**src/sv/assert_macros.svh**
```systemverilog
// Assertion macros shared by the mode controller RTL.
// Included by files that check their own logic; no other dependencies.
`ifndef ASSERT_MACROS_SVH
`define ASSERT_MACROS_SVH

// Check that an expression holds at every clock edge outside reset
`define ASSERT_ALWAYS(lbl, clk, rst, expr) \
   lbl: assert property (@(posedge clk) disable iff (rst) (expr)) \
      else $error("assertion failed");

// Check a same-cycle implication
`define ASSERT_IMPLY(lbl, clk, rst, ante, cons) \
   lbl: assert property (@(posedge clk) disable iff (rst) (ante) |-> (cons)) \
      else $error("assertion failed");

// Check an implication in the next cycle
`define ASSERT_NEXT(lbl, clk, rst, ante, cons) \
   lbl: assert property (@(posedge clk) disable iff (rst) (ante) |=> (cons)) \
      else $error("assertion failed");

`endif

```
**src/sv/gumc_pkg.sv**
```systemverilog
// Shared types, codes and helpers for the UI mode controller.
// No dependencies; imported by the register file, the core and the top level.
package gumc_pkg;

   // Register file geometry
   localparam int DATA_W = 32;
   localparam int ADDR_W = 5;

   // Command codes
   localparam logic [2:0] CMD_INIT       = 3'd0;
   localparam logic [2:0] CMD_BUTTON     = 3'd1;
   localparam logic [2:0] CMD_TICK       = 3'd2;
   localparam logic [2:0] CMD_SONG_END   = 3'd3;
   localparam logic [2:0] CMD_SONG_ERROR = 3'd4;
   localparam logic [2:0] CMD_TAKE_DIRTY = 3'd5;

   // Button codes
   localparam logic [1:0] BTN_A = 2'd0;
   localparam logic [1:0] BTN_B = 2'd1;

   // Audio request codes
   localparam logic [1:0] AUD_NONE   = 2'd0;
   localparam logic [1:0] AUD_START  = 2'd1;
   localparam logic [1:0] AUD_PAUSE  = 2'd2;
   localparam logic [1:0] AUD_RESUME = 2'd3;

   // Song state codes
   localparam logic [1:0] SONG_IDLE    = 2'd0;
   localparam logic [1:0] SONG_PLAYING = 2'd1;
   localparam logic [1:0] SONG_PAUSED  = 2'd2;

   // Repaint flag bit positions
   localparam int FLAG_SCREEN  = 0;
   localparam int FLAG_CUE     = 1;
   localparam int FLAG_THEME   = 2;
   localparam int FLAG_EYE     = 3;
   localparam int FLAG_BANNER  = 4;
   localparam int FLAG_DETAILS = 5;

   // Register indexes
   localparam logic [2:0] REG_MUTE             = 3'd0;
   localparam logic [2:0] REG_WINK_PERIOD      = 3'd1;
   localparam logic [2:0] REG_WINK_HOLD        = 3'd2;
   localparam logic [2:0] REG_BANNER_INTERVAL  = 3'd3;
   localparam logic [2:0] REG_DETAILS_INTERVAL = 3'd4;

   // Register reset values
   localparam logic [15:0] RST_WINK_PERIOD      = 16'd4000;
   localparam logic [15:0] RST_WINK_HOLD        = 16'd150;
   localparam logic [15:0] RST_BANNER_INTERVAL  = 16'd200;
   localparam logic [15:0] RST_DETAILS_INTERVAL = 16'd100;

   typedef struct packed {
      logic        mute;
      logic [15:0] wink_period;
      logic [15:0] wink_hold;
      logic [15:0] banner_interval;
      logic [15:0] details_interval;
   } gumc_cfg_type;

   typedef struct packed {
      logic [2:0]  command;
      logic [1:0]  button;
      logic [31:0] now_ms;
   } gumc_item_type;

   typedef struct packed {
      logic [1:0]  audio_request;
      logic [5:0]  repaint_flags;
      logic        screen_now;
      logic [1:0]  theme_now;
      logic [1:0]  song_now;
      logic        eye_shut;
      logic        start_refused;
      logic [15:0] banner_position;
   } gumc_rsp_type;

   // A deadline is due once now has reached it, modulo half the time range
   function automatic logic is_due(logic [31:0] now, logic [31:0] at);
      logic [31:0] diff;
      diff = now - at;
      return ~diff[31];
   endfunction

endpackage

```
**src/sv/gumc_csr.sv**
```systemverilog
// Configuration register file of the UI mode controller (APB-style port).
// Depends on gumc_pkg for register indexes, reset values and the config struct.
module gumc_csr
   import gumc_pkg::*;
(
   input  logic              clock,
   input  logic              reset,
   input  logic              csr_psel,
   input  logic              csr_penable,
   input  logic              csr_pwrite,
   input  logic [ADDR_W-1:0] csr_paddr,
   input  logic [DATA_W-1:0] csr_pwdata,
   output logic [DATA_W-1:0] csr_prdata,
   output logic              csr_pready,
   output gumc_cfg_type      cfg
);

   gumc_cfg_type cfg_ff;
   gumc_cfg_type cfg_in;
   logic [2:0]   index;
   logic         write_en;

   assign index      = csr_paddr[4:2];
   assign write_en   = csr_psel & csr_penable & csr_pwrite;
   assign csr_pready = 1'b1;
   assign cfg        = cfg_ff;

   // Decode the write transaction
   always_comb begin
      cfg_in = cfg_ff;
      if (write_en) begin
         unique case (index)
            REG_MUTE:             cfg_in.mute             = csr_pwdata[0];
            REG_WINK_PERIOD:      cfg_in.wink_period      = csr_pwdata[15:0];
            REG_WINK_HOLD:        cfg_in.wink_hold        = csr_pwdata[15:0];
            REG_BANNER_INTERVAL:  cfg_in.banner_interval  = csr_pwdata[15:0];
            REG_DETAILS_INTERVAL: cfg_in.details_interval = csr_pwdata[15:0];
            default:              cfg_in = cfg_ff;
         endcase
      end
   end

   // Read back the addressed register
   always_comb begin
      unique case (index)
         REG_MUTE:             csr_prdata = DATA_W'(cfg_ff.mute);
         REG_WINK_PERIOD:      csr_prdata = DATA_W'(cfg_ff.wink_period);
         REG_WINK_HOLD:        csr_prdata = DATA_W'(cfg_ff.wink_hold);
         REG_BANNER_INTERVAL:  csr_prdata = DATA_W'(cfg_ff.banner_interval);
         REG_DETAILS_INTERVAL: csr_prdata = DATA_W'(cfg_ff.details_interval);
         default:              csr_prdata = '0;
      endcase
   end

   always_ff @(posedge clock) begin
      if (reset) begin
         cfg_ff.mute             <= 1'b0;
         cfg_ff.wink_period      <= RST_WINK_PERIOD;
         cfg_ff.wink_hold        <= RST_WINK_HOLD;
         cfg_ff.banner_interval  <= RST_BANNER_INTERVAL;
         cfg_ff.details_interval <= RST_DETAILS_INTERVAL;
      end else begin
         cfg_ff <= cfg_in;
      end
   end

endmodule

```
**src/sv/gumc_core.sv**
```systemverilog
// State and single-pass update logic of the UI mode controller.
// Depends on gumc_pkg and assert_macros.svh; driven by the top level's input stage.
`include "assert_macros.svh"
module gumc_core
   import gumc_pkg::*;
#(
   parameter int THEME_COUNT = 4
)(
   input  logic          clock,
   input  logic          reset,
   input  gumc_cfg_type  cfg,
   input  logic          en,
   input  gumc_item_type item,
   output gumc_rsp_type  rsp
);

   localparam int THEME_W = (THEME_COUNT > 1) ? $clog2(THEME_COUNT) : 1;
   localparam logic [THEME_W-1:0] THEME_LAST = THEME_W'(THEME_COUNT - 1);

   logic               screen_ff, screen_in;
   logic [THEME_W-1:0] theme_ff, theme_in;
   logic [1:0]         song_ff, song_in;
   logic               blocked_ff, blocked_in;
   logic               eye_ff, eye_in;
   logic [15:0]        banner_cnt_ff, banner_cnt_in;
   logic [31:0]        wink_dl_ff, wink_dl_in;
   logic [31:0]        reopen_dl_ff, reopen_dl_in;
   logic [31:0]        banner_dl_ff, banner_dl_in;
   logic [31:0]        details_dl_ff, details_dl_in;
   logic [5:0]         pending_ff, pending_in;
   logic [1:0]         audio;
   logic [5:0]         flags;
   logic [15:0]        theme_wide;
   logic [31:0]        now;

   assign now = item.now_ms;

   // Apply one command to the state
   always_comb begin
      screen_in     = screen_ff;
      theme_in      = theme_ff;
      song_in       = song_ff;
      blocked_in    = blocked_ff;
      eye_in        = eye_ff;
      banner_cnt_in = banner_cnt_ff;
      wink_dl_in    = wink_dl_ff;
      reopen_dl_in  = reopen_dl_ff;
      banner_dl_in  = banner_dl_ff;
      details_dl_in = details_dl_ff;
      pending_in    = pending_ff;
      audio         = AUD_NONE;
      flags         = '0;
      unique case (item.command) inside
         CMD_INIT: begin
            screen_in     = 1'b0;
            theme_in      = '0;
            song_in       = SONG_IDLE;
            blocked_in    = 1'b0;
            eye_in        = 1'b0;
            banner_cnt_in = '0;
            wink_dl_in    = now + 32'(cfg.wink_period);
            reopen_dl_in  = '0;
            banner_dl_in  = now + 32'(cfg.banner_interval);
            details_dl_in = now;
            pending_in    = '0;
            pending_in[FLAG_SCREEN] = 1'b1;
         end
         CMD_BUTTON: begin
            case (item.button)
               BTN_A: begin
                  if (screen_ff) begin
                     screen_in = 1'b0;
                     pending_in[FLAG_SCREEN] = 1'b1;
                  end else if (song_ff == SONG_PLAYING) begin
                     song_in = SONG_PAUSED;
                     pending_in[FLAG_CUE] = 1'b1;
                     audio = AUD_PAUSE;
                  end else begin
                     theme_in = (theme_ff == THEME_LAST) ? '0 : theme_ff + THEME_W'(1);
                     pending_in[FLAG_THEME] = 1'b1;
                  end
               end
               BTN_B: begin
                  if (song_ff == SONG_IDLE) begin
                     if (cfg.mute) begin
                        blocked_in = 1'b1;
                     end else begin
                        song_in = SONG_PLAYING;
                        pending_in[FLAG_CUE] = 1'b1;
                        audio = AUD_START;
                     end
                  end else if (song_ff == SONG_PLAYING) begin
                     song_in = SONG_PAUSED;
                     pending_in[FLAG_CUE] = 1'b1;
                     audio = AUD_PAUSE;
                  end else begin
                     song_in = SONG_PLAYING;
                     pending_in[FLAG_CUE] = 1'b1;
                     audio = AUD_RESUME;
                  end
               end
               default: begin
                  // Button C and unused codes open details from the face
                  if (!screen_ff) begin
                     screen_in = 1'b1;
                     pending_in[FLAG_SCREEN] = 1'b1;
                  end
               end
            endcase
         end
         CMD_TICK: begin
            // Wink: shut on the wink deadline, reopen on the hold deadline
            if (!eye_ff && is_due(now, wink_dl_ff)) begin
               eye_in       = 1'b1;
               reopen_dl_in = now + 32'(cfg.wink_hold);
               wink_dl_in   = now + 32'(cfg.wink_period);
               if (!screen_ff) pending_in[FLAG_EYE] = 1'b1;
            end else if (eye_ff && is_due(now, reopen_dl_ff)) begin
               eye_in = 1'b0;
               if (!screen_ff) pending_in[FLAG_EYE] = 1'b1;
            end
            // Banner scroll step
            if (is_due(now, banner_dl_ff)) begin
               banner_cnt_in = banner_cnt_ff + 16'd1;
               banner_dl_in  = now + 32'(cfg.banner_interval);
               if (!screen_ff) pending_in[FLAG_BANNER] = 1'b1;
            end
            // Details refresh mark
            if (screen_ff && is_due(now, details_dl_ff)) begin
               details_dl_in = now + 32'(cfg.details_interval);
               pending_in[FLAG_DETAILS] = 1'b1;
            end
         end
         CMD_SONG_END, CMD_SONG_ERROR: begin
            song_in = SONG_IDLE;
            pending_in[FLAG_CUE] = 1'b1;
         end
         CMD_TAKE_DIRTY: begin
            flags      = pending_ff;
            pending_in = '0;
         end
         default: begin
            flags = '0;
         end
      endcase
   end

   // Build the result from the updated state
   assign theme_wide = 16'(theme_in);
   always_comb begin
      rsp.audio_request   = audio;
      rsp.repaint_flags   = flags;
      rsp.screen_now      = screen_in;
      rsp.theme_now       = theme_wide[1:0];
      rsp.song_now        = song_in;
      rsp.eye_shut        = eye_in;
      rsp.start_refused   = blocked_in;
      rsp.banner_position = banner_cnt_in;
   end

   // Commit the state when the transaction moves on
   always_ff @(posedge clock) begin
      if (reset) begin
         screen_ff     <= 1'b0;
         theme_ff      <= '0;
         song_ff       <= SONG_IDLE;
         blocked_ff    <= 1'b0;
         eye_ff        <= 1'b0;
         banner_cnt_ff <= '0;
         wink_dl_ff    <= 32'(RST_WINK_PERIOD);
         reopen_dl_ff  <= '0;
         banner_dl_ff  <= 32'(RST_BANNER_INTERVAL);
         details_dl_ff <= '0;
         pending_ff    <= 6'(1) << FLAG_SCREEN;
      end else if (en) begin
         screen_ff     <= screen_in;
         theme_ff      <= theme_in;
         song_ff       <= song_in;
         blocked_ff    <= blocked_in;
         eye_ff        <= eye_in;
         banner_cnt_ff <= banner_cnt_in;
         wink_dl_ff    <= wink_dl_in;
         reopen_dl_ff  <= reopen_dl_in;
         banner_dl_ff  <= banner_dl_in;
         details_dl_ff <= details_dl_in;
         pending_ff    <= pending_in;
      end
   end

   `ASSERT_NEXT(a_take_clears, clock, reset, en && item.command == CMD_TAKE_DIRTY, pending_ff == '0)
   `ASSERT_NEXT(a_refused_sticky, clock, reset, blocked_ff && !(en && item.command == CMD_INIT), blocked_ff)
   `ASSERT_ALWAYS(a_theme_range, clock, reset, theme_ff <= THEME_LAST)

endmodule

```
**src/sv/gadget_ui_mode_controller.sv**
```systemverilog
// Top level of the UI mode controller: input register, core, result register, CSRs.
// Depends on gumc_pkg, gumc_csr, gumc_core and assert_macros.svh.
// Front-panel mode controller. Each command transaction (init, button, tick, song
// ended, song error, take-dirty) yields exactly one result transaction carrying an
// audio request, the repaint flags (take-dirty only, which clears them) and a view of
// the state after the command. Throughput is one transaction per clock cycle while
// rsp_stall is low. A command is accepted into the input register, goes through one
// pass of the update logic and is captured in the result register, which drives the
// rsp_ ports. While a result waits under a stall the result register holds; a command
// already in the input register holds as well and stalls the request side in that same
// cycle, so at most two commands are in flight. The user must write registers
// through the csr_ port only while no command is in flight; the block itself does
// not enforce this.
`include "assert_macros.svh"
module gadget_ui_mode_controller
   import gumc_pkg::*;
#(
   parameter int THEME_COUNT = 4
)(
   input  logic              clock,
   input  logic              reset,
   // Command channel
   input  logic              req_valid,
   output logic              req_stall,
   input  logic [2:0]        req_command,
   input  logic [1:0]        req_button,
   input  logic [31:0]       req_now_ms,
   // Result channel
   output logic              rsp_valid,
   input  logic              rsp_stall,
   output logic [1:0]        rsp_audio_request,
   output logic [5:0]        rsp_repaint_flags,
   output logic              rsp_screen_now,
   output logic [1:0]        rsp_theme_now,
   output logic [1:0]        rsp_song_now,
   output logic              rsp_eye_shut,
   output logic              rsp_start_refused,
   output logic [15:0]       rsp_banner_position,
   // Configuration port
   input  logic              csr_psel,
   input  logic              csr_penable,
   input  logic              csr_pwrite,
   input  logic [ADDR_W-1:0] csr_paddr,
   input  logic [DATA_W-1:0] csr_pwdata,
   output logic [DATA_W-1:0] csr_prdata,
   output logic              csr_pready
);

   gumc_cfg_type  cfg;
   gumc_item_type s1_item_ff;
   logic          s1_valid_ff, s1_valid_in;
   logic          s1_move;
   gumc_rsp_type  core_rsp;
   gumc_rsp_type  rsp_ff;
   logic          rsp_valid_ff, rsp_valid_in;

   gumc_csr u_csr (
      .clock       (clock),
      .reset       (reset),
      .csr_psel    (csr_psel),
      .csr_penable (csr_penable),
      .csr_pwrite  (csr_pwrite),
      .csr_paddr   (csr_paddr),
      .csr_pwdata  (csr_pwdata),
      .csr_prdata  (csr_prdata),
      .csr_pready  (csr_pready),
      .cfg         (cfg)
   );

   gumc_core #(
      .THEME_COUNT (THEME_COUNT)
   ) u_core (
      .clock (clock),
      .reset (reset),
      .cfg   (cfg),
      .en    (s1_valid_ff & s1_move),
      .item  (s1_item_ff),
      .rsp   (core_rsp)
   );

   // Advance the input register whenever the result register frees up
   assign s1_move      = ~rsp_valid_ff | ~rsp_stall;
   assign req_stall    = s1_valid_ff & ~s1_move;
   assign s1_valid_in  = req_stall ? s1_valid_ff : req_valid;
   assign rsp_valid_in = s1_move ? s1_valid_ff : rsp_valid_ff;

   always_ff @(posedge clock) begin
      if (reset) begin
         s1_valid_ff  <= 1'b0;
         rsp_valid_ff <= 1'b0;
      end else begin
         s1_valid_ff  <= s1_valid_in;
         rsp_valid_ff <= rsp_valid_in;
      end
   end

   // Capture the payloads; hold them while stalled
   always_ff @(posedge clock) begin
      if (!req_stall && req_valid) begin
         s1_item_ff.command <= req_command;
         s1_item_ff.button  <= req_button;
         s1_item_ff.now_ms  <= req_now_ms;
      end
      if (s1_move && s1_valid_ff) begin
         rsp_ff <= core_rsp;
      end
   end

   assign rsp_valid           = rsp_valid_ff;
   assign rsp_audio_request   = rsp_ff.audio_request;
   assign rsp_repaint_flags   = rsp_ff.repaint_flags;
   assign rsp_screen_now      = rsp_ff.screen_now;
   assign rsp_theme_now       = rsp_ff.theme_now;
   assign rsp_song_now        = rsp_ff.song_now;
   assign rsp_eye_shut        = rsp_ff.eye_shut;
   assign rsp_start_refused   = rsp_ff.start_refused;
   assign rsp_banner_position = rsp_ff.banner_position;

   `ASSERT_IMPLY(a_stall_needs_item, clock, reset, req_stall, s1_valid_ff)
   `ASSERT_IMPLY(a_result_from_item, clock, reset, $rose(rsp_valid_ff), $past(s1_valid_ff))
   `ASSERT_NEXT(a_rsp_hold, clock, reset, rsp_valid_ff && rsp_stall, rsp_valid_ff && $stable(rsp_ff))

endmodule
```
**config.mk**
```make
export PLATFORM = sky130hd
export DESIGN_NAME = gadget_ui_mode_controller
export DESIGN_NICKNAME = d
export VERILOG_FILES = /design/src/sv/gumc_pkg.sv /design/src/sv/gumc_csr.sv /design/src/sv/gumc_core.sv /design/src/sv/gadget_ui_mode_controller.sv
export VERILOG_INCLUDE_DIRS = /design/src /design/src/sv
export SDC_FILE = /design/constraint.sdc
export NUM_CORES = 1
export LEC_CHECK = 0
export ABC_AREA = 1
export BUFFER_PORTS_ARGS = -buffer_cell sky130_fd_sc_hd__buf_2
export CAP_MARGIN = 10
export CORE_UTILIZATION = 37
export CTS_CLUSTER_DIAMETER = 150
export DETAILED_ROUTE_END_ITERATION = 8
export GPL_ROUTABILITY_DRIVEN = 0
export GPL_TIMING_DRIVEN = 0
export HOLD_SLACK_MARGIN = 0.03
export PLACE_DENSITY = 0.58
export SYNTH_ARGS = -nofsm -noshare
export SYNTH_HDL_FRONTEND = slang
export SYNTH_HIERARCHICAL = 1
export SYNTH_SLANG_ARGS = --single-unit
export TNS_END_PERCENT = 50
```
**constraint.sdc**
```tcl
create_clock -name clock -period 3.6 [get_ports clock]
set_clock_uncertainty 0.1 [all_clocks]
set_input_delay 0.36 -clock clock [delete_from_list [all_inputs] [get_ports clock]]
set_output_delay 0.36 -clock clock [all_outputs]
set_load 0.005 [all_outputs]
```
# ---- Word-level counts from Yosys, hierarchy flattened
# Index checks and enable logic that the tools add are counted.
dict set report op_classes {
  add_sub_neg 10
  eq_ne 27
  muxes 57
  bitwise 11
  reduce_logical 33
}
# cell n
set op_table {}
lappend op_table {{32-bit one-hot mux with 2 select lines} 4}
lappend op_table {{32-bit by 16-bit adder with 32-bit output} 4}
lappend op_table {{32-bit two-way mux} 4}
lappend op_table {{32-bit subtractor} 4}
lappend op_table {{16-bit one-hot mux with 5 select lines} 1}
lappend op_table {{16-bit one-hot mux with 2 select lines} 1}
lappend op_table {{2-bit two-way mux} 13}
lappend op_table {{1-bit two-way mux} 19}
lappend op_table {{16-bit by 1-bit adder with 16-bit output, second input constant} 1}
lappend op_table {{16-bit two-way mux} 1}
lappend op_table {{2-bit inequality test, second input constant} 8}
lappend op_table {{2-bit one-hot mux with 2 select lines} 4}
lappend op_table {{3-bit inequality test, second input constant} 5}
lappend op_table {{3-bit AND reduction} 5}
lappend op_table {{1-bit one-hot mux with 2 select lines} 7}
lappend op_table {{3-bit by 2-bit equality test with 1-bit output, second input constant} 4}
lappend op_table {{2-bit AND reduction} 5}
lappend op_table {{5-bit AND reduction} 2}
lappend op_table {{3-bit equality test, second input constant} 3}
lappend op_table {{3-bit by 1-bit equality test with 1-bit output, second input constant} 2}
lappend op_table {{3-bit zero test} 2}
lappend op_table {{1-bit inverter} 6}
lappend op_table {{1-bit one-hot mux with 3 select lines} 2}
lappend op_table {{3-bit one-hot mux with 2 select lines} 1}
lappend op_table {{16 further kinds} 30}
dict set report totals {
  reg_bits 292
}

# ---- Depth between registers and ports, before layout
# Gate-level depths: netlist of run 1.
dict set report logic_depth {
  word_depth 6
  depth_mapped 20
  ltp_nobuf 19
}

# ---- Cells and area by module
# Netlist of run 1, hierarchy kept.
# module instances cells_each area_per_inst_um2 seq_area_each_um2
set by_module_without_submodules {}
lappend by_module_without_submodules {gumc_core 1 2610 15713.8 3143.0}
lappend by_module_without_submodules {gumc_csr 1 544 3318.2 1301.2}
lappend by_module_without_submodules {gadget_ui_mode_controller 1 80 2133.3 2082.0}

# ---- Worst setup path after synthesis of run 1
# OpenSTA, ideal clock, no wires.
dict set report synth_path {
  path_kind {input to register}
  startpoint {input port rsp_stall}
  endpoint {register u_core.banner_cnt_ff[15]}
  setup_time_ns 0.109
  arrival_ns 3.269
  t_required_ns 3.391
  setup_slack_ns 0.122
  cell_stages 8
  path_buffers 2
  cell_sequence {a21oi_1 > inv_1 > nor2_2 > buf_2 > buf_1 > nand3_1 > nand2_1 > inv_1}
}
dict set report synth_via {
  elab_chain_len 3
}
# item line_no
set synth_lines {}
lappend synth_lines {{start, declared} gadget_ui_mode_controller.sv:30} ;# input logic rsp_stall,
lappend synth_lines {{1-bit inverter} gadget_ui_mode_controller.sv:82} ;# assign s1_move = ~rsp_valid_ff | ~rsp_stall;
lappend synth_lines {{1-bit bitwise OR} gadget_ui_mode_controller.sv:82}
lappend synth_lines {{1-bit bitwise AND} gadget_ui_mode_controller.sv:76} ;# .en (s1_valid_ff & s1_move),
lappend synth_lines {{end signal, assigned} gumc_core.sv:181} ;# banner_cnt_ff <= banner_cnt_in;
lappend synth_lines {{end, declared} gumc_core.sv:25} ;# logic [15:0] banner_cnt_ff, banner_cnt_in;
# No other way between the ends.
# A chain may end at the register's enable or synchronous reset.

# ---- Worst setup path after layout of run 1
dict set report layout_path {
  startpoint {register s1_item_ff[29] (netlist name)}
  endpoint {register u_core.wink_dl_ff[26]}
}
dict set report layout_via {
  elab_chain_len 5
}
# item line_no
set layout_lines {}
lappend layout_lines {{start, declared} gadget_ui_mode_controller.sv:50} ;# gumc_item_type s1_item_ff;
lappend layout_lines {{32-bit subtractor} gumc_pkg.sv:81} ;# diff = now - at;
lappend layout_lines {{1-bit inverter} gumc_pkg.sv:82} ;# return ~diff[31];
lappend layout_lines {{1-bit logical AND} gumc_core.sv:113} ;# if (!eye_ff && is_due(now, wink_dl_ff)) begin
lappend layout_lines {{2-bit inequality test (no source line)} -}
lappend layout_lines {{3-bit AND reduction (no source line)} -}
lappend layout_lines {{end signal, assigned} gumc_core.sv:170} ;# wink_dl_ff <= 32'(RST_WINK_PERIOD);
lappend layout_lines {{end signal, assigned} gumc_core.sv:182} ;# wink_dl_ff <= wink_dl_in;
lappend layout_lines {{end, declared} gumc_core.sv:26} ;# logic [31:0] wink_dl_ff, wink_dl_in;
# No other way between the ends.

==> results by group, run 1 <==
Run status
  • Status: finished clean

Run
  • Max Cap Viol: 0

Layout
  • Fraction of layout instances using a drive strength above 1: 0.0929
  • Fin area: 0.0246 mm^2
  • Area Overhead vs Synth: 16.5%
  • Fin nets: around 3,700
  • Post-route insts no fill: 4,242
  • Core Util, Final: 0.436
  • Antenna diode count: 0

Yosys
  • Most frequent cell after synthesis: nand2_1
  • Async SR Flop Fraction: 0
  • Register area share after synthesis: 0.308
  • Number of flops mapped to enable cells by yosys: 68
  • Syn Area/Cell: 6.54 um^2
  • Synthesis Warnings: 6
  • Area leader, netlist: dfxtp_1
  • Synth top area cells: dfxtp_1, nand2_1, ha_1
  • Post-synth top flop: dfxtp_1
  • Mapped Area: 0.0212 mm^2
  • Cell variety after synth: between 50 and 60
  • Yosys top cell area share: 0.212
  • Seq cells post-synth: 292
  • Commonest cells in the netlist: nand2_1, inv_1, nor2_1
  • Syn Inst Count: 3,234

Timing
  • Final min period: 3460 ps
  • Slew @ Worst Pin: 1140 ps
  • Hold slack: about 86 ps
  • Max_slew headroom: 0.243
  • Max Fclk: 289 MHz
  • RSZ-0062 raised after global routing: false
  • Max Slew Vio Count: 0
  • Final hold vios: 0
  • Final setup fails: 0
  • Setup tns final: 0 ps
  • Final Cycle Share: 0.960
  • Setup ws final: about 140 ps

Min path
  • Min-delay worst type: in -> reg

Placement
  • Placement Setup Slack: -18.5 ps
  • Placed insts: slightly above 4,000
  • Post-DP HPWL: 59.2 mm
  • Cell area after placement: 0.0227 mm^2
  • Port Buffers: 110

Clocking
  • Cts bufs inserted: 39
  • CTS tree: done
  • Clock latency on the worst-skew pair: 580 ps
  • Clock buffer depth: 3
  • CTS H-tree lvls: 2
  • Clk root buf: clkbuf_16
  • Post-CTS sizing: 0
  • CTS sink count: 292
  • Worst-path clk slew: 60 ps

Drt
  • DRC violations left: 0
  • Initial DRC count: 2,116
  • Via count: between 20,000 and 25,000
  • WL final: 76.9 mm
  • Vias per cell: 5.07
  • Routed WL per cell: between 15 and 20 um
  • DR pass1 iterations: 5
  • Number of nets with antenna violations after routing: 0

Global routing
  • Initial antenna violation count: 0
  • Total congestion overflow: 0
  • Vias in the first global route: 19,400
  • First-pass GRT wire length: 115 mm
  • Gr usage total: 0.264
  • Pin count of the biggest net entering global routing: 38

Floorplan
  • Die Y: roughly 240 um
  • FP Rows: 87
  • Core area: 0.0565 mm^2
  • Die outline width: between 200 and 250 um
  • Initial Util: 0.375
  • Die ar.: 0.0582 mm^2
  • I/O Pins: 147

Power and ir drop
  • Power per cell area: around 370 mW/mm^2
  • VDD IR max: a little under 0.0004 V
  • Leakage: 11.7 nW
  • Tot Pwr: between 9 and 10 mW

Worst setup path
  • Worst path arrival time: 3850 ps
  • Kind of end point of the critical path: flop
  • Worst path required time: approximately 4000 ps
  • Critical path class: reg -> reg
  • CP startpoint kind: flop
  • Crit path max fanout: 10
layout by cell type, fill, tap and decap left out, drive strengths merged, types with 68 or more instances in the layout:
| master | instances |
|---|---|
| clkbuf | 75 |
| nor2 | 393 |
| inv | 419 |
| xor2 | 70 |
| a21oi | 254 |
| edfxtp | 68 |
| ha | 186 |
| nand3 | 291 |
| o21ai | 98 |
| nand2 | 961 |
| dfxtp | 224 |
| buf | 214 |
logic make-up (layout without fill, tap and decap cells):
group / count (synthesis) / after routing / share of synthesized area
fa+ha+maj: 190 / 190 / 0.114
flops: 292 / 292 / 0.308
simple gates: 1748 / 1748 / 0.345
buf+inv: 543 / 780 / 0.106
other cells: 2 / 17 / 0.000355
xor+xnor: 79 / 79 / 0.0327
compound gates: 380 / 380 / 0.0934
worst max-delay path: stages (launching register included):
cell and delay, ps:
edfxtp_1 710, ha_1 450, nand2_1 50, nor2_1 150, nand2_1 110, nor3_1 430
nand2_1 140, nand3_1 100, nand3_1 160, nand2_2 190, buf_6 160, buf_4 230
nand3_1 210, a21oi_1 190
state kept, by name, summed over array words and instances (netlist names), 2 cells and up:
register,cells
rsp_audio_request,2
rsp_banner_position,16
rsp_repaint_flags,6
rsp_song_now,2
rsp_theme_now,2
s1_item_ff,37
u_core/banner_cnt_ff,16
u_core/banner_dl_ff,32
u_core/details_dl_ff,32
u_core/pending_ff,6
u_core/reopen_dl_ff,32
u_core/song_ff,2
u_core/theme_ff,2
u_core/wink_dl_ff,32
u_csr/cfg,65
final timing paths:
path | start | to | slack (ps) | cells after the start
worst min register to register | u_core/pending_ff[5]$_SDFFE_PP0P_ | u_core/pending_ff[5]$_SDFFE_PP0P_ | 360 | 2
worst max-delay path | s1_item_ff[29]$_DFFE_PP_ | u_core/wink_dl_ff[26]$_SDFFE_PP0P_ | 140 | 13
worst max register to register | s1_item_ff[29]$_DFFE_PP_ | u_core/wink_dl_ff[26]$_SDFFE_PP0P_ | 140 | 13
worst min-delay path | csr_pwdata[15] | u_csr/cfg[31]$_SDFFE_PP0P_ | 90 | 5
per-layer routing:
metal / wire, um / part of all wire / up-vias / global-route usage
li1: - / - / 10800 / -
met1: 35200 / 0.46 / 9802 / 0.368
met2: 33900 / 0.44 / 791 / 0.418
met3: 4980 / 0.065 / 146 / 0.0315
met4: 2880 / 0.037 / 0 / 0.0963
met5: 0 / 0 / - / 0
report_power, final:
| part | internal (mW) | switching (mW) | total [mW] |
|---|---|---|---|
| registers | 3.48 | 0.170 | 3.65 |
| logic | 0.528 | 0.953 | 1.48 |
| clock network | 2.52 | 1.58 | 4.10 |
| total | 6.53 | 2.70 | 9.23 |
final cells by class:
cell class                      count  area (um^2)
Buffer                            125          682
Clock buffer                       48         1050
Inverter                          418         1570
Sequential cell                   292         6530
Tap cell                          756          946
Fill cell                        6044        31800
Clock inverter                     22          300
Multi-Input combinational cell   2414        12500
Timing Repair Buffer              167         1120
timing repair:
| item | 4_1_cts | 5_1_grt |
|---|---|---|
| hold buffers | 51 | 0 |
| buffers inserted | 2 | 3 |
| endpoints found under the hold margin | 53 | 0 |
| setup endpoints to repair | 3 | 13 |
Note: power is estimated with default switching activity, not from simulation.
==> run 2, diff against run 1 <==
--- a/config.mk
+++ b/config.mk
@@ -18,6 +18,5 @@
 export PLACE_DENSITY = 0.58
 export SYNTH_ARGS = -nofsm -noshare
 export SYNTH_HDL_FRONTEND = slang
-export SYNTH_HIERARCHICAL = 1
 export SYNTH_SLANG_ARGS = --single-unit
 export TNS_END_PERCENT = 50
==> results by group, run 2 <==
Run status
  • Status: finished clean

Worst setup path
  • CP endpoint: u_core.wink_dl_ff[15]$_SDFFE_PP0P_
  • Critical path class: reg -> reg
  • CP max stage delay: 1020 ps
  • Worst-path cell chain: ha_1, nand2_1, inv_1, nand2_1, nand2_1, a21oi_1, nand2_1, nand2_1, nand2_1, nand2_1, nand3_1, nand2_2, buf_2, nand3_1, nand2_1, nor2_1
  • Worst Setup SP: s1_item_ff[9]$_DFFE_PP_
  • Crit path max fanout: 10
  • R2R setup slack: 40 ps
  • CP max stage cell: edfxtp_1
  • R2R cell count: 16
  • CP Buf/Inv Count: 2
  • R2r endpoint: u_core.wink_dl_ff[15]$_SDFFE_PP0P_
  • Kind of end point of the critical path: flop
  • Reg2reg start: s1_item_ff[9]$_DFFE_PP_
  • Worst path arrival time: 3910 ps
  • Most Frequent Cell on Critical Path: nand2_1
  • Crit. path cell count: 16
  • CP startpoint kind: flop
  • Worst path required time: 3950 ps
  • CP top delay family: simple AND/OR/NAND/NOR gates

Timing
  • Final min period: about 3600 ps
  • Max Fclk: ~280 MHz
  • Final setup fails: 0
  • Slew @ Worst Pin: 1020 ps
  • Max Slew Vio Count: 0
  • RSZ-0062 raised after global routing: false
  • Final Cycle Share: 0.988
  • Max_slew headroom: 0.317
  • Setup tns final: 0 ps
  • Final hold vios: 0
  • Hold slack: 105 ps

Floorplan
  • Die ar.: 0.0559 mm^2
  • Die Y: 236 um
  • Die outline width: 236 um
  • Core area: 0.0540 mm^2
  • I/O Pins: about 150
  • Initial Util: 0.376
  • FP Rows: 85

Layout
  • Antenna diode count: 0
  • Fin nets: approximately 3,500
  • Fraction of layout instances using a drive strength above 1: 0.0878
  • Number of flip-flops in the largest register: 65
  • Commonest non-fill, non-tap cell in the layout: nand2_1
  • Most frequent cells in the layout: nand2_1, nor2_1, inv_1, a21oi_1, nand3_1
  • Area Overhead vs Synth: 16.9%

Clocking
  • CTS sink count: ~290
  • Clock latency on the worst-skew pair: 580 ps
  • Clock buffer depth: 3
  • CTS tree: done
  • Cts bufs inserted: 38
  • Clk root buf: clkbuf_16
  • Worst-path clk slew: 60 ps
  • Post-CTS sizing: 0
  • CTS H-tree lvls: 2

Drt
  • DRC violations left: 0
  • Via count: 20,400
  • Initial DRC count: 1,756
  • DR pass1 iterations: 5
  • WL final: between 70 and 80 mm
  • Number of nets with antenna violations after routing: 0
  • Vias per cell: 5.14
  • Routed WL per cell: 18.8 um

Global routing
  • First-pass GRT wire length: about 110 mm
  • Most Crowded Layer GR: met2
  • M2 GR Usage: 0.430
  • Vias in the first global route: 18,700
  • GR Util met1: 0.354
  • Pin count of the biggest net entering global routing: 25
  • Gr usage total: 0.265
  • M3 GR Usage: 0.0444
  • Initial antenna violation count: 2
  • Total congestion overflow: 0

Placement
  • Port Buffers: 110
  • Post-DP HPWL: 56.7 mm

Yosys
  • Syn Inst Count: around 3,000
  • Most frequent cell after synthesis: nand2_1
  • Cell variety after synth: approximately 50
  • Synth top area cells: dfxtp_1, nand2_1, ha_1
  • Post-synth top flop: dfxtp_1
  • Async SR Flop Fraction: 0
  • Syn Area/Cell: 6.76 um^2
  • Area leader, netlist: dfxtp_1
  • Commonest cells in the netlist: nand2_1, nor2_1, inv_1
  • Number of flops mapped to enable cells by yosys: 68
  • Seq cells post-synth: 292
  • Register area share after synthesis: 0.321
  • Mapped Area: 0.0203 mm^2
  • Synthesis Warnings: 0
  • Yosys top cell area share: 0.221

Power and ir drop
  • VDD IR max: between 0.0002 and 0.0003 V
  • Tot Pwr: 8.88 mW
  • Leakage: 11.0 nW
  • Power per cell area: 374 mW/mm^2

Min path
  • Min-delay worst type: in -> reg

Run
  • Max Cap Viol: 0
## run 2: cell types whose count changed after synthesis, sizes merged, moves of 21 or more
| cell | change |
|---|---|
| nand2 | -172 |
| inv | -69 |
| nand3 | -48 |
| o21ai | +48 |
| buf | -28 |
| nand4 | +21 |
## run 2: cells by family after synthesis
kind of cell / share of synthesized area
DFF: 0.321
AOI/OAI and AO/OA: 0.116
xor gates and xnor gates: 0.0349
and+or+nand+nor: 0.315
other: 0.000370
adders and majority gates: 0.118
buffers and inverters: 0.0939
## run 2: layer usage
metal | wire, um | vias to the layer above
met5 | 13 | -
met4 | 2390 | 2
met3 | 5900 | 131
met2 | 33200 | 764
met1 | 33100 | 9243
li1 | - | 10300
## run 2: repair_timing
item	4_1_cts	5_1_grt
hold endpoints to repair	85	0
pin swaps	0	0
hold buffers	55	0
cloned	0	0
setup endpoints to repair	2	36
setup buffers	2	12
## run 2: layout make-up
class | count | area [um^2]
fill | 5715 | 30300
timing repair buffer | 181 | 1270
inverter | 352 | 1320
multi-input combinational | 2260 | 11900
clock inverter | 19 | 166
sequential | 292 | 6530
buffer | 117 | 588
clock buffer | 49 | 1060
tap | 696 | 871
## run 2: how the worst min path moves through the flow
| stage | startpoint | endpoint | slack, ps | cells after the start |
|---|---|---|---|---|
| 6_report | csr_paddr[3] | u_csr.cfg[64]$_SDFFE_PP0P_ | 100 | 4 |
| 5_1_grt | csr_paddr[2] | u_csr.cfg[64]$_SDFFE_PP0P_ | 150 | 4 |
| 4_1_cts | csr_paddr[2] | u_csr.cfg[64]$_SDFFE_PP0P_ | 80 | 4 |
| 3_5_place_dp | u_core.wink_dl_ff[10]$_SDFFE_PP1P_ | u_core.wink_dl_ff[10]$_SDFFE_PP1P_ | 350 | 2 |
| 3_3_place_gp | u_core.wink_dl_ff[11]$_SDFFE_PP1P_ | u_core.wink_dl_ff[11]$_SDFFE_PP1P_ | 340 | 2 |
| 2_1_floorplan | u_core.wink_dl_ff[10]$_SDFFE_PP1P_ | u_core.wink_dl_ff[10]$_SDFFE_PP1P_ | 330 | 2 |
## run 2: through the flow
stage               std cells   util  instance area [um^2]  setup slack, ps
finish                   3966  0.440                 23700             42.3
global route             3966  0.440                 23700             2.89
CTS                      3954  0.438                 23600              203
detailed placement       3829  0.404                 21800             21.2
global placement         3827  0.403                 21800             7.26
floorplan                3021      -                 20400             1070
## run 2: worst register-to-register path, stage by stage, from the launching register on
cell and delay [ps]:
edfxtp_1 1020, ha_1 390, nand2_1 70, inv_1 40, nand2_1 50, nand2_1 50, a21oi_1 120, nand2_1 140
nand2_1 150, nand2_1 80, nand2_1 80, nand3_1 120, nand2_2 280, buf_2 390, nand3_1 140, nand2_1 150
nor2_1 60
## run 2: where the power goes
group          total [mW]  internal, mW  switching, mW
combinational        1.42         0.516          0.903
clock                3.83          2.24           1.59
sequential           3.63          3.48          0.153
total                8.88          6.23           2.65
==> run 3, diff against run 2 <==
--- a/config.mk
+++ b/config.mk
@@ -9,13 +9,16 @@
 export ABC_AREA = 1
 export BUFFER_PORTS_ARGS = -buffer_cell sky130_fd_sc_hd__buf_2
 export CAP_MARGIN = 10
-export CORE_UTILIZATION = 37
+export CELL_PAD_IN_SITES_DETAIL_PLACEMENT = 2
+export CELL_PAD_IN_SITES_GLOBAL_PLACEMENT = 2
+export CORE_UTILIZATION = 32
+export CTS_BUF_LIST = sky130_fd_sc_hd__clkbuf_8
 export CTS_CLUSTER_DIAMETER = 150
 export DETAILED_ROUTE_END_ITERATION = 8
 export GPL_ROUTABILITY_DRIVEN = 0
 export GPL_TIMING_DRIVEN = 0
 export HOLD_SLACK_MARGIN = 0.03
-export PLACE_DENSITY = 0.58
+export PLACE_DENSITY = 0.82
 export SYNTH_ARGS = -nofsm -noshare
 export SYNTH_HDL_FRONTEND = slang
 export SYNTH_SLANG_ARGS = --single-unit
==> constraint.sdc (replaced) <==
create_clock -name clock -period 3.1 [get_ports clock]
set_clock_uncertainty 0.1 [all_clocks]
set_input_delay 0.31 -clock clock [delete_from_list [all_inputs] [get_ports clock]]
set_output_delay 0.31 -clock clock [all_outputs]
set_load 0.005 [all_outputs]
==> results by group, run 3 (synthesis results as in run 2) <==
Worst setup path
  • Worst path arrival time: approximately 4300 ps
  • Crit path max fanout: 6
  • Critical path class: reg -> reg
  • Worst path required time: approximately 3700 ps
  • CP max stage cell: xor2_1
  • CP Buf/Inv Count: 2
  • R2R cell count: 14
  • CP startpoint kind: flop
  • R2R setup slack: -590 ps
  • Reg2reg start: s1_item_ff[4]$_DFFE_PP_
  • R2r endpoint: u_core.details_dl_ff[26]$_SDFFE_PP0P_
  • Worst-path cell chain: buf_4, ha_2, nand2_1, nor2_1, nand2_1, nand2_2, nand2_1, nand2_2, nand2_2, nor2_1, xor2_1, inv_1, nor2_1, nor2_1
  • Most Frequent Cell on Critical Path: nor2_1
  • CP max stage delay: 630 ps
  • CP top delay family: simple AND/OR/NAND/NOR gates
  • Kind of end point of the critical path: flop

Power and ir drop
  • Clock power frac: 0.419
  • Power per cell area: 444 mW/mm^2
  • Internal power consumption: 7.19 mW
  • Leakage: 11.8 nW
  • Register share of total power: 0.370
  • Sw Ratio: 0.360
  • VDD IR max: 0.000358 V
  • Switching power: 4.05 mW
  • Comb pwr share: 0.212

Layout
  • Fillers: 7,434
  • Commonest non-fill, non-tap cell in the layout: nand2_1
  • Most frequent cells in the layout: nand2_1, nor2_1, inv_1, a21oi_1, nand3_1
  • Fin area: 0.0253 mm^2
  • Number of flip-flops in the largest register: 65
  • Area Overhead vs Synth: 24.5%
  • Fraction of layout instances using a drive strength above 1: 0.143
  • Core Util, Final: 0.403
  • Fin nets: between 3,000 and 4,000

Min path
  • Hold Crit Start: csr_penable
  • Hold depth: 5
  • Min-delay worst type: in -> reg
  • Hold Path Sink: u_csr.cfg[64]$_SDFFE_PP0P_

Timing
  • Max_slew headroom: 0.00273
  • Max Fclk: 271 MHz
  • Max Slew Vio Count: 0
  • RSZ-0062 raised after global routing: true
  • Final Cycle Share: 1.19
  • Slew @ Worst Pin: 1500 ps
  • Setup tns final: -20,280 ps
  • Final hold vios: 0
  • Final setup fails: 146
  • Setup ws final: -586 ps
  • Final min period: 3690 ps

Global routing
  • Gr usage total: 0.342
  • Vias in the first global route: 26,100
  • Initial antenna violation count: 5
  • Total congestion overflow: 0
  • Pin count of the biggest net entering global routing: 38
  • First-pass GRT wire length: 164 mm

Floorplan
  • FP Rows: a little over 90
  • Initial Util: 0.323
  • Die ar.: 0.0645 mm^2
  • Core area: 0.0629 mm^2
  • Die Y: between 200 and 300 um
  • Die outline width: 254 um
  • I/O Pins: 147

Drt
  • Vias per cell: 5.86
  • DR pass1 iterations: 6
  • Routed WL per cell: 30.1 um
  • Via count: 25,000
  • WL final: approximately 130 mm
  • Number of nets with antenna violations after routing: 0
  • Initial DRC count: 2,237
  • DRC violations left: 0

Clocking
  • Clock buffer depth: 3
  • Clock latency on the worst-skew pair: 780 ps
  • Worst-path clk slew: 90 ps
  • Clk root buf: clkbuf_8
  • Cts bufs inserted: 58
  • CTS H-tree lvls: 2
  • CTS sink count: 292
  • CTS tree: done

Placement
  • Cell area after placement: between 0.02 and 0.025 mm^2
  • Port Buffers: 110
  • Post-DP HPWL: 73.9 mm
  • Placement Setup Slack: -692 ps

Run status
  • Status: finished, violations left
  • Failing checks: capacitance limit, setup timing

Run
  • Max Cap Viol: 1
==> run 3: layout make-up <==
class	count	area (um^2)	share of cell area
diodes	3	7.51	0.000297
clock buffers	70	963	0.0381
repair buffers	286	2090	0.0825
clock inverters	40	292	0.0115
well taps	846	1060	0.0418
flip-flops and latches	292	6530	0.258
inverters	352	1330	0.0527
multi-input cells	2261	12300	0.486
plain buffers	116	737	0.0291
==> run 3: worst max-delay path by stage <==
stage | from | end | slack (ps) | cells past startpoint
after floorplan | s1_item_ff[1]$_DFFE_PP_ | u_core.wink_dl_ff[26]$_SDFFE_PP0P_ | 570 | 10
after global placement | s1_item_ff[17]$_DFFE_PP_ | u_core.wink_dl_ff[21]$_SDFFE_PP0P_ | -620 | 12
after detailed placement | s1_item_ff[1]$_DFFE_PP_ | u_core.details_dl_ff[22]$_SDFFE_PP0P_ | -690 | 13
after CTS | s1_item_ff[1]$_DFFE_PP_ | u_core.reopen_dl_ff[26]$_SDFFE_PP0P_ | 3 | 18
after global routing | s1_item_ff[6]$_DFFE_PP_ | u_core.details_dl_ff[26]$_SDFFE_PP0P_ | -730 | 15
final | s1_item_ff[4]$_DFFE_PP_ | u_core.details_dl_ff[26]$_SDFFE_PP0P_ | -590 | 14
==> run 3: per-stage QoR <==
step / total power [mW] / hold slack [ps] / std cells
after floorplan: 5.26 / 309 / 3021
after detailed placement: 5.97 / 346 / 3978
after CTS: 10.5 / 45.2 / 4229
final: 11.2 / 125 / 4266
after global placement: 5.84 / 342 / 3977
after global routing: 11.4 / 138 / 4264
==> run 3: tightest hold or removal path: cells and delay by family <==
kind	cells	cell delay, ps
AOI/OAI and AO/OA	1	80
buffers and inverters	2	220
and+or+nand+nor	2	270
==> run 3: power by group through the flow <==
stage	Clock, mW	Sequential (mW)	Combinational [mW]
5_1_grt	4.81	4.16	2.48
4_1_cts	4.42	4.15	1.95
3_3_place_gp	0	4.32	1.52
6_report	4.70	4.16	2.38
2_1_floorplan	0	4.21	1.06
3_5_place_dp	0	4.33	1.65
==> run 3: layer usage <==
metal | track usage | part of all wire | vias up
met4 | 0.205 | 0.086 | 4
li1 | - | - | 10500
met1 | 0.392 | 0.36 | 12400
met3 | 0.0544 | 0.086 | 634
met5 | 0 | 0.00014 | -
met2 | 0.597 | 0.46 | 1418
==> run 3: what timing repair did <==
| item | CTS | global route |
|---|---|---|
| resized for setup | 24 | 156 |
| buffers inserted | 82 | 33 |
| hold endpoints to repair | 104 | 0 |
| pin swaps | 1 | 19 |
| cloned | 1 | 2 |
| hold buffers | 58 | 0 |
| endpoints found under the setup margin | 145 | 159 |
